--- src/rtl/core/cdt_pkg.sv ---
package cdt_pkg;

   typedef enum logic [1:0] {
      MODE_SETUP   = 2'd0,
      MODE_RUNNING = 2'd1,
      MODE_PAUSED  = 2'd2,
      MODE_EXPIRED = 2'd3
   } mode_type;

   typedef enum logic [2:0] {
      KIND_ADJUST = 3'd0,
      KIND_START  = 3'd1,
      KIND_PAUSE  = 3'd2,
      KIND_RESUME = 3'd3,
      KIND_STOP   = 3'd4,
      KIND_TICK   = 3'd5,
      KIND_ACK    = 3'd6
   } kind_type;

   localparam int unsigned SECS_W = 19;
   localparam int unsigned TM_W   = 13;   // whole minutes, up to 5999
   localparam int unsigned TPS_W  = 16;

   localparam logic [SECS_W-1:0] DURATION_MAX   = 19'd359999;
   localparam logic [SECS_W-1:0] DURATION_RESET = 19'd1500;
   localparam logic [TPS_W-1:0]  TPS_RESET      = 16'd1000;

   // floor(x / 60) as (x * M) >> S, exact over the stated input range
   localparam int unsigned DIV60_SECS_S = 25;
   localparam logic [19:0] DIV60_SECS_M = 20'd559241;
   localparam int unsigned DIV60_MINS_S = 19;
   localparam logic [13:0] DIV60_MINS_M = 14'd8739;

   typedef struct packed {
      mode_type          mode;
      logic [SECS_W-1:0] duration;
      logic [SECS_W-1:0] remaining;
      logic [SECS_W-1:0] shown;
   } snap_type;

endpackage

--- src/rtl/core/countdown_timer_with_pause.sv ---
// Countdown timer with setup, running, paused and expired modes.
// req channel: one event beat (req_kind, req_delta_seconds) per accept,
// taken on a rising edge with req_valid high and req_stall low.
// rsp channel: exactly one result beat per event, in order, carrying the
// mode, duration, remaining seconds and an HH:MM:SS split of the value on
// screen (duration in setup, remaining otherwise).
// csr_we/csr_wdata write ticks_per_second; write only while idle.
// A beat passes five registers from the accepting edge to rsp_valid: input
// register, state update, divide by 60 of the shown value, divide by 60 of
// the minutes, result register. One beat per cycle is sustained while
// rsp_stall is low.
// Each stage moves whenever the stage after it is empty or moving, so a
// stalled result lets up to four further beats enter behind it; req_stall
// rises only once every stage is full.
// Reset (synchronous, active high) empties the pipeline and returns the
// timer to setup with a 1500 s duration and 1000 ticks per second.
module countdown_timer_with_pause
   import cdt_pkg::*;
(
   input  logic                     clock,
   input  logic                     reset,
   input  logic                     req_valid,
   output logic                     req_stall,
   input  logic [2:0]               req_kind,
   input  logic signed [15:0]       req_delta_seconds,
   output logic                     rsp_valid,
   input  logic                     rsp_stall,
   output logic [1:0]               rsp_mode,
   output logic [SECS_W-1:0]        rsp_duration_seconds,
   output logic [SECS_W-1:0]        rsp_remaining_seconds,
   output logic [6:0]               rsp_shown_hours,
   output logic [5:0]               rsp_shown_minutes,
   output logic [5:0]               rsp_shown_secs,
   input  logic                     csr_we,
   input  logic [TPS_W-1:0]         csr_wdata
);

   // pipeline valid bits
   logic v1_ff, v2_ff, v3_ff, v4_ff, v5_ff;
   logic rdy1, rdy2, rdy3, rdy4, rdy5;

   // stage payloads
   logic [2:0]          kind1_ff;
   logic signed [15:0]  delta1_ff;
   snap_type            snap2_ff, snap3_ff;
   snap_type            snap4_ff, snap5_ff;
   logic [TM_W-1:0]     tm3_ff, tm4_ff;
   logic [5:0]          secs4_ff, secs5_ff;
   logic [6:0]          hours4_ff, hours5_ff;
   logic [5:0]          mins5_ff;

   // timer state
   mode_type            mode_ff, mode_in;
   logic [SECS_W-1:0]   duration_ff, duration_in;
   logic [SECS_W-1:0]   remaining_ff, remaining_in;
   logic [TPS_W-1:0]    subsec_ff, subsec_in;
   logic [TPS_W-1:0]    tps_ff;

   logic                load2;
   logic signed [20:0]  adj_sum;
   logic [TPS_W-1:0]    sub_inc;
   logic [SECS_W-1:0]   rem_dec;
   logic [SECS_W-1:0]   shown_in;

   logic [38:0]         prod_secs;
   logic [26:0]         prod_mins;
   logic [SECS_W-1:0]   secs_full;
   logic [TM_W-1:0]     mins_full;

   assign rdy5 = !v5_ff || !rsp_stall;
   assign rdy4 = !v4_ff || rdy5;
   assign rdy3 = !v3_ff || rdy4;
   assign rdy2 = !v2_ff || rdy3;
   assign rdy1 = !v1_ff || rdy2;
   assign req_stall = !rdy1;
   assign load2 = v1_ff && rdy2;

   // event decode and state update
   always_comb begin
      mode_in      = mode_ff;
      duration_in  = duration_ff;
      remaining_in = remaining_ff;
      subsec_in    = subsec_ff;
      adj_sum      = signed'({2'b00, duration_ff}) + 21'(delta1_ff);
      sub_inc      = subsec_ff + 16'd1;
      rem_dec      = (remaining_ff != '0) ? remaining_ff - 19'd1 : remaining_ff;
      if (load2) begin
         case (kind1_ff)
            KIND_ADJUST: begin
               if (mode_ff == MODE_SETUP) begin
                  if (adj_sum < 21'sd1)
                     duration_in = 19'd1;
                  else if (adj_sum > 21'sd359999)
                     duration_in = DURATION_MAX;
                  else
                     duration_in = adj_sum[SECS_W-1:0];
               end
            end
            KIND_START: begin
               remaining_in = duration_ff;
               subsec_in    = '0;
               mode_in      = MODE_RUNNING;
            end
            KIND_PAUSE: begin
               if (mode_ff == MODE_RUNNING) mode_in = MODE_PAUSED;
            end
            KIND_RESUME: begin
               if (mode_ff == MODE_PAUSED) begin
                  subsec_in = '0;
                  mode_in   = MODE_RUNNING;
               end
            end
            KIND_STOP: begin
               remaining_in = '0;
               mode_in      = MODE_SETUP;
            end
            KIND_TICK: begin
               if (mode_ff == MODE_RUNNING) begin
                  if (sub_inc >= tps_ff) begin
                     subsec_in    = '0;
                     remaining_in = rem_dec;
                     if (rem_dec == '0) mode_in = MODE_EXPIRED;
                  end else begin
                     subsec_in = sub_inc;
                  end
               end
            end
            KIND_ACK: begin
               if (mode_ff == MODE_EXPIRED) mode_in = MODE_SETUP;
            end
            default: begin
            end
         endcase
      end
      shown_in = (mode_in == MODE_SETUP) ? duration_in : remaining_in;
   end

   // H:M:S split
   assign prod_secs = 39'(snap2_ff.shown) * 39'(DIV60_SECS_M);
   assign secs_full = snap3_ff.shown - (19'(tm3_ff) * 19'd60);
   assign prod_mins = 27'(tm3_ff) * 27'(DIV60_MINS_M);
   assign mins_full = tm4_ff - (13'(hours4_ff) * 13'd60);

   always_ff @(posedge clock) begin
      if (reset) begin
         v1_ff        <= 1'b0;
         v2_ff        <= 1'b0;
         v3_ff        <= 1'b0;
         v4_ff        <= 1'b0;
         v5_ff        <= 1'b0;
         mode_ff      <= MODE_SETUP;
         duration_ff  <= DURATION_RESET;
         remaining_ff <= '0;
         subsec_ff    <= '0;
         tps_ff       <= TPS_RESET;
      end else begin
         if (rdy1) v1_ff <= req_valid;
         if (rdy2) v2_ff <= v1_ff;
         if (rdy3) v3_ff <= v2_ff;
         if (rdy4) v4_ff <= v3_ff;
         if (rdy5) v5_ff <= v4_ff;
         mode_ff      <= mode_in;
         duration_ff  <= duration_in;
         remaining_ff <= remaining_in;
         subsec_ff    <= subsec_in;
         if (csr_we) tps_ff <= csr_wdata;
      end
   end

   always_ff @(posedge clock) begin
      if (rdy1) begin
         kind1_ff  <= req_kind;
         delta1_ff <= req_delta_seconds;
      end
      if (rdy2) begin
         snap2_ff <= '{mode: mode_in, duration: duration_in,
                       remaining: remaining_in, shown: shown_in};
      end
      if (rdy3) begin
         snap3_ff <= snap2_ff;
         tm3_ff   <= prod_secs[DIV60_SECS_S +: TM_W];
      end
      if (rdy4) begin
         snap4_ff  <= snap3_ff;
         tm4_ff    <= tm3_ff;
         secs4_ff  <= secs_full[5:0];
         hours4_ff <= prod_mins[DIV60_MINS_S +: 7];
      end
      if (rdy5) begin
         snap5_ff  <= snap4_ff;
         secs5_ff  <= secs4_ff;
         hours5_ff <= hours4_ff;
         mins5_ff  <= mins_full[5:0];
      end
   end

   assign rsp_valid             = v5_ff;
   assign rsp_mode              = snap5_ff.mode;
   assign rsp_duration_seconds  = snap5_ff.duration;
   assign rsp_remaining_seconds = snap5_ff.remaining;
   assign rsp_shown_hours       = hours5_ff;
   assign rsp_shown_minutes     = mins5_ff;
   assign rsp_shown_secs        = secs5_ff;

endmodule

--- config.mk ---
export PLATFORM = sky130hd
export DESIGN_NAME = countdown_timer_with_pause
export DESIGN_NICKNAME = d
export VERILOG_FILES = /design/src/rtl/core/cdt_pkg.sv /design/src/rtl/core/countdown_timer_with_pause.sv
export SDC_FILE = /design/constraint.sdc
export NUM_CORES = 1
export LEC_CHECK = 0
export CAP_MARGIN = 15
export CORE_ASPECT_RATIO = 1.25
export CORE_MARGIN = 4
export CORE_UTILIZATION = 55
export CTS_BUF_LIST = sky130_fd_sc_hd__clkbuf_4
export CTS_CLUSTER_SIZE = 12
export DETAILED_ROUTE_END_ITERATION = 10
export DONT_BUFFER_PORTS = 1
export HOLD_SLACK_MARGIN = 0.05
export PLACE_DENSITY_LB_ADDON = 0.08
export SLEW_MARGIN = 20
export SYNTH_ARGS = -nofsm -noshare
export SYNTH_HDL_FRONTEND = slang
export SYNTH_SLANG_ARGS = --single-unit
--- constraint.sdc ---
create_clock -name clock -period 6.9 [get_ports clock]
set_clock_uncertainty 0.1 [all_clocks]
set_input_delay 0.69 -clock clock [delete_from_list [all_inputs] [get_ports clock]]
set_output_delay 0.69 -clock clock [all_outputs]
set_load 0.01 [all_outputs]
==> summary.txt <==
Run status
  – Outcome: complete, no violations

Die
  – DIE AREA: 0.03720 mm^2
  – Core Footprint: 0.03369 mm^2
  – Row cnt: 75
  – Die outline height: 214.6 um
  – I/O pin count: 101
  – Initial Util: 0.5577
  – Die X: 173.3 um

Clock network
  – Number of H-tree levels: 3
  – Root Buffer: clkbuf_4
  – Total CTS buffers: 82
  – Clk Latency, worst-skew pair: 0.75 ns
  – Hold buffer count at CTS: 49
  – Resized cells post-CTS: 0
  – Postcts setup bufs: 0
  – Num Clock Sinks: 332
  – CTS tree: done
  – Reg clk slew, reported paths: 0.08 ns
  – Clock Tree Buf Depth: 3

Placement
  – Placer Congestion: 0.9379
  – Cells after DPL: 1,976
  – Post-DP HPWL: 30.52 mm
  – Port bufs: 0

Timing
  – Final hold violation count: 0
  – Worst slew pin tran: 1.060 ns
  – Max Fclk: 176.9 MHz
  – Post-route minimum period: 5.652 ns
  – Final setup viols: 0
  – Slew Viols, Final: 0
  – Fin crit share: 0.8192
  – Max_slew headroom: 0.2842
  – Setup repair after global routing missed its margin: false
  – Setup_tns: 0 ns

Logic synthesis
  – Mapped Avg Cell Area: 11.85 um^2
  – Largest area contributor in the netlist: edfxtp_1
  – Post-synthesis mux area share: 0.01125
  – Synth Net Count: 1,910
  – Number of synthesized register bits: 332
  – Adder-cell share of the synthesized area: 0.2142
  – Simple-gate portion of the synthesized area: 0.09549
  – Ys async rst share: 0
  – Largest cells by area after synthesis: edfxtp_1 41%, ha_1 15%, dfxtp_1 8.2%, fa_1 6.5%, inv_1 3.9%
  – Seq/Total Area, Yosys: 0.4896
  – Post-synth top cells: 255 x edfxtp_1, 224 x ha_1, 193 x inv_1
  – Synth top area share: 0.4075
  – Post-Syn Instances: 1,585
  – Yosys warns: 0
  – Post-synth cell types: 91
  – Post-synthesis xor/xnor area fraction: 0.02937
  – Post-synth EDFFs: 255
  – Largest family of logic cells by synthesized area: adder cells
  – Top_reg_cell synth: edfxtp_1
  – Top-count cell post-synth: edfxtp_1
  – Synthesized area: 0.01879 mm^2
  – Compound-gate portion of the synthesized area: 0.1091

Setup path
  – Crit Reg-Reg Endpoint: tm3_ff[12]$_DFFE_PP_
  – CP endpoint kind: flop
  – CP arrival: 6.03 ns
  – Worst Setup SP: snap2_ff[15]$_DFFE_PP_
  – Crit path required time: 7.28 ns
  – Crit-path max cell delay: 0.52 ns
  – Crit-path cells: ha_1 -> inv_1 -> fa_1 -> fa_1 -> inv_1 -> fa_1 -> inv_1 -> fa_1 -> inv_1 -> ha_1 -> a21o_1 -> a211oi_1 -> o21ai_0 -> a2bb2oi_1 -> o31ai_1 -> o41a_1 -> o41ai_1 -> or2_2 -> xnor2_1
  – CP startpoint kind: flop
  – Setup crit end: tm3_ff[12]$_DFFE_PP_
  – Flop2flop setup slack: 1.25 ns
  – Reg2Reg Depth: 19
  – CP Max Fanout: 4
  – Slowest-stage cell, CP: fa_1
  – R2r startpoint: snap2_ff[15]$_DFFE_PP_
  – Critical path class: reg2reg

GRT
  – Wire length of the first global-routing pass: 65.44 mm
  – Vias in the first global route: 12,310
  – Overall routing resource usage: 0.2210
  – GRT busiest layer: met2
  – Met1 GRT Util: 0.2836
  – Met2 usage: 0.3737
  – Largest net degree at the start of global routing: 62
  – Initial antenna violation count: 1
  – Met3 GRT Util: 0.04003
  – Grt ovf: 0

Routing
  – Drt drc: 0
  – Overall via count from detail_route: 12,250
  – ANT nets after route: 0
  – Vias/cell: 5.628
  – 1st-iter DRT viols: 650
  – Drt wl/cell: 18.76 um
  – Initial DRT Pass Iterations: 4
  – Final wirelength: 40.83 mm

Flow run
  – Maxcap violations: 0

Cells and area
  – Nets@finish: 2,011
  – Post-route insts no fill: 2,177
  – Layout cells sized above 1: 0.1050
  – Area growth syn-to-layout: 10.46%

Worst hold path
  – Class of the worst hold path: in2reg

Power and ir drop
  – Leakage: 9.650 nW
  – Power Density: 291.5 mW/mm^2
  – Worst vdd ir: 0.0001638 V
[how the worst min path moves through the flow]
stage          cells after the start                                 end                    from
4_1_cts                            2          remaining_ff[6]$_SDFF_PP0_                   reset
3_5_place_dp                       0  rsp_duration_seconds[11]$_DFFE_PP_  snap4_ff[49]$_DFFE_PP_
6_report                           2          remaining_ff[6]$_SDFF_PP0_                   reset
2_1_floorplan                      0   rsp_duration_seconds[0]$_DFFE_PP_  snap4_ff[38]$_DFFE_PP_
5_1_grt                            2          remaining_ff[8]$_SDFF_PP0_                   reset
3_3_place_gp                       0              snap3_ff[28]$_DFFE_PP_  snap2_ff[28]$_DFFE_PP_
[cells by family (layout without fill, tap and decap cells)]
logic type,Yosys count,count (layout)
muxes,21,21
DFF,332,332
buffers and inverters,236,404
other,0,1
xor gates and xnor gates,63,63
adders and majority gates,285,285
AOI/OAI and AO/OA,295,295
and+or+nand+nor,353,353
[cell usage in the layout (no fill, tap or decap), drive strengths merged, types with 7 or more instances in the layout]
cell type,instances
nand3b,7
xnor2,35
nor3,26
nand4,12
o21a,11
and2,20
a221oi,7
edfxtp,255
inv,196
nor2,97
mux2i,20
or3,14
o21ai,63
a21oi,68
a31oi,7
and3,8
nand3,24
o211ai,16
ha,224
fa,61
a22oi,19
nor4,14
a21o,25
clkinv,28
nand2b,7
buf,12
dfxtp,77
nand2,95
clkbuf,120
dlygate4sd3,48
xor2,28
[state kept, by name (all words and copies together), names as in the netlist, 2 cells and up]
register and cells:
secs4_ff 6, tm4_ff 6, rsp_shown_minutes 6, hours4_ff 7
tm3_ff 13, snap2_ff 59, snap3_ff 46, rsp_duration_seconds 19
rsp_shown_secs 6, remaining_ff 19, snap4_ff 40, duration_ff 19
subsec_ff 16, rsp_mode 2, rsp_shown_hours 7, rsp_remaining_seconds 19
kind1_ff 3, mode_ff 2, tps_ff 16, delta1_ff 16
[stage by stage]
step	area, um^2	power, mW	utilization	worst slack, ns	hold WS (ns)
6_report	20750	6.049	0.6161	1.248	0.1816
5_1_grt	20750	6.583	0.6161	0.9609	0.09842
4_1_cts	20750	6.149	0.6159	1.285	0.07660
3_5_place_dp	19170	4.442	0.5692	1.320	0.3045
3_3_place_gp	19170	4.365	0.5692	1.476	0.3005
2_1_floorplan	18790	3.957	-	1.760	0.3003
[layer usage]
metal,routed length [um],part of all wire
met5,0,0
met4,1198,0.029
met3,2081,0.051
met2,20180,0.49
met1,17370,0.43
[final cells by class]
cell class | instances | area [um^2]
Sequential cell | 332 | 9199
Timing Repair Buffer | 60 | 590.6
Antenna cell | 1 | 2.502
Tap cell | 423 | 529.3
Multi-Input combinational cell | 1017 | 8643
Fill cell | 2731 | 12930
Clock buffer | 120 | 900.9
Clock inverter | 31 | 165.2
Inverter | 193 | 724.4
[where the power goes]
group,switching (mW),internal [mW]
combinational,1.04,0.863
sequential,0.163,2.36
clock,0.804,0.817
[critical path: cells and delay by family (launching register included)]
| family | cells | cell delay [ns] |
|---|---|---|
| fa+ha+maj | 6 | 2.50 |
| compound gates | 7 | 1.84 |
| flops | 1 | 0.48 |
| buf+inv | 4 | 0.21 |
| simple gates | 1 | 0.20 |
| xor+xnor | 1 | 0.07 |
(Power assumes the default switching activity.)
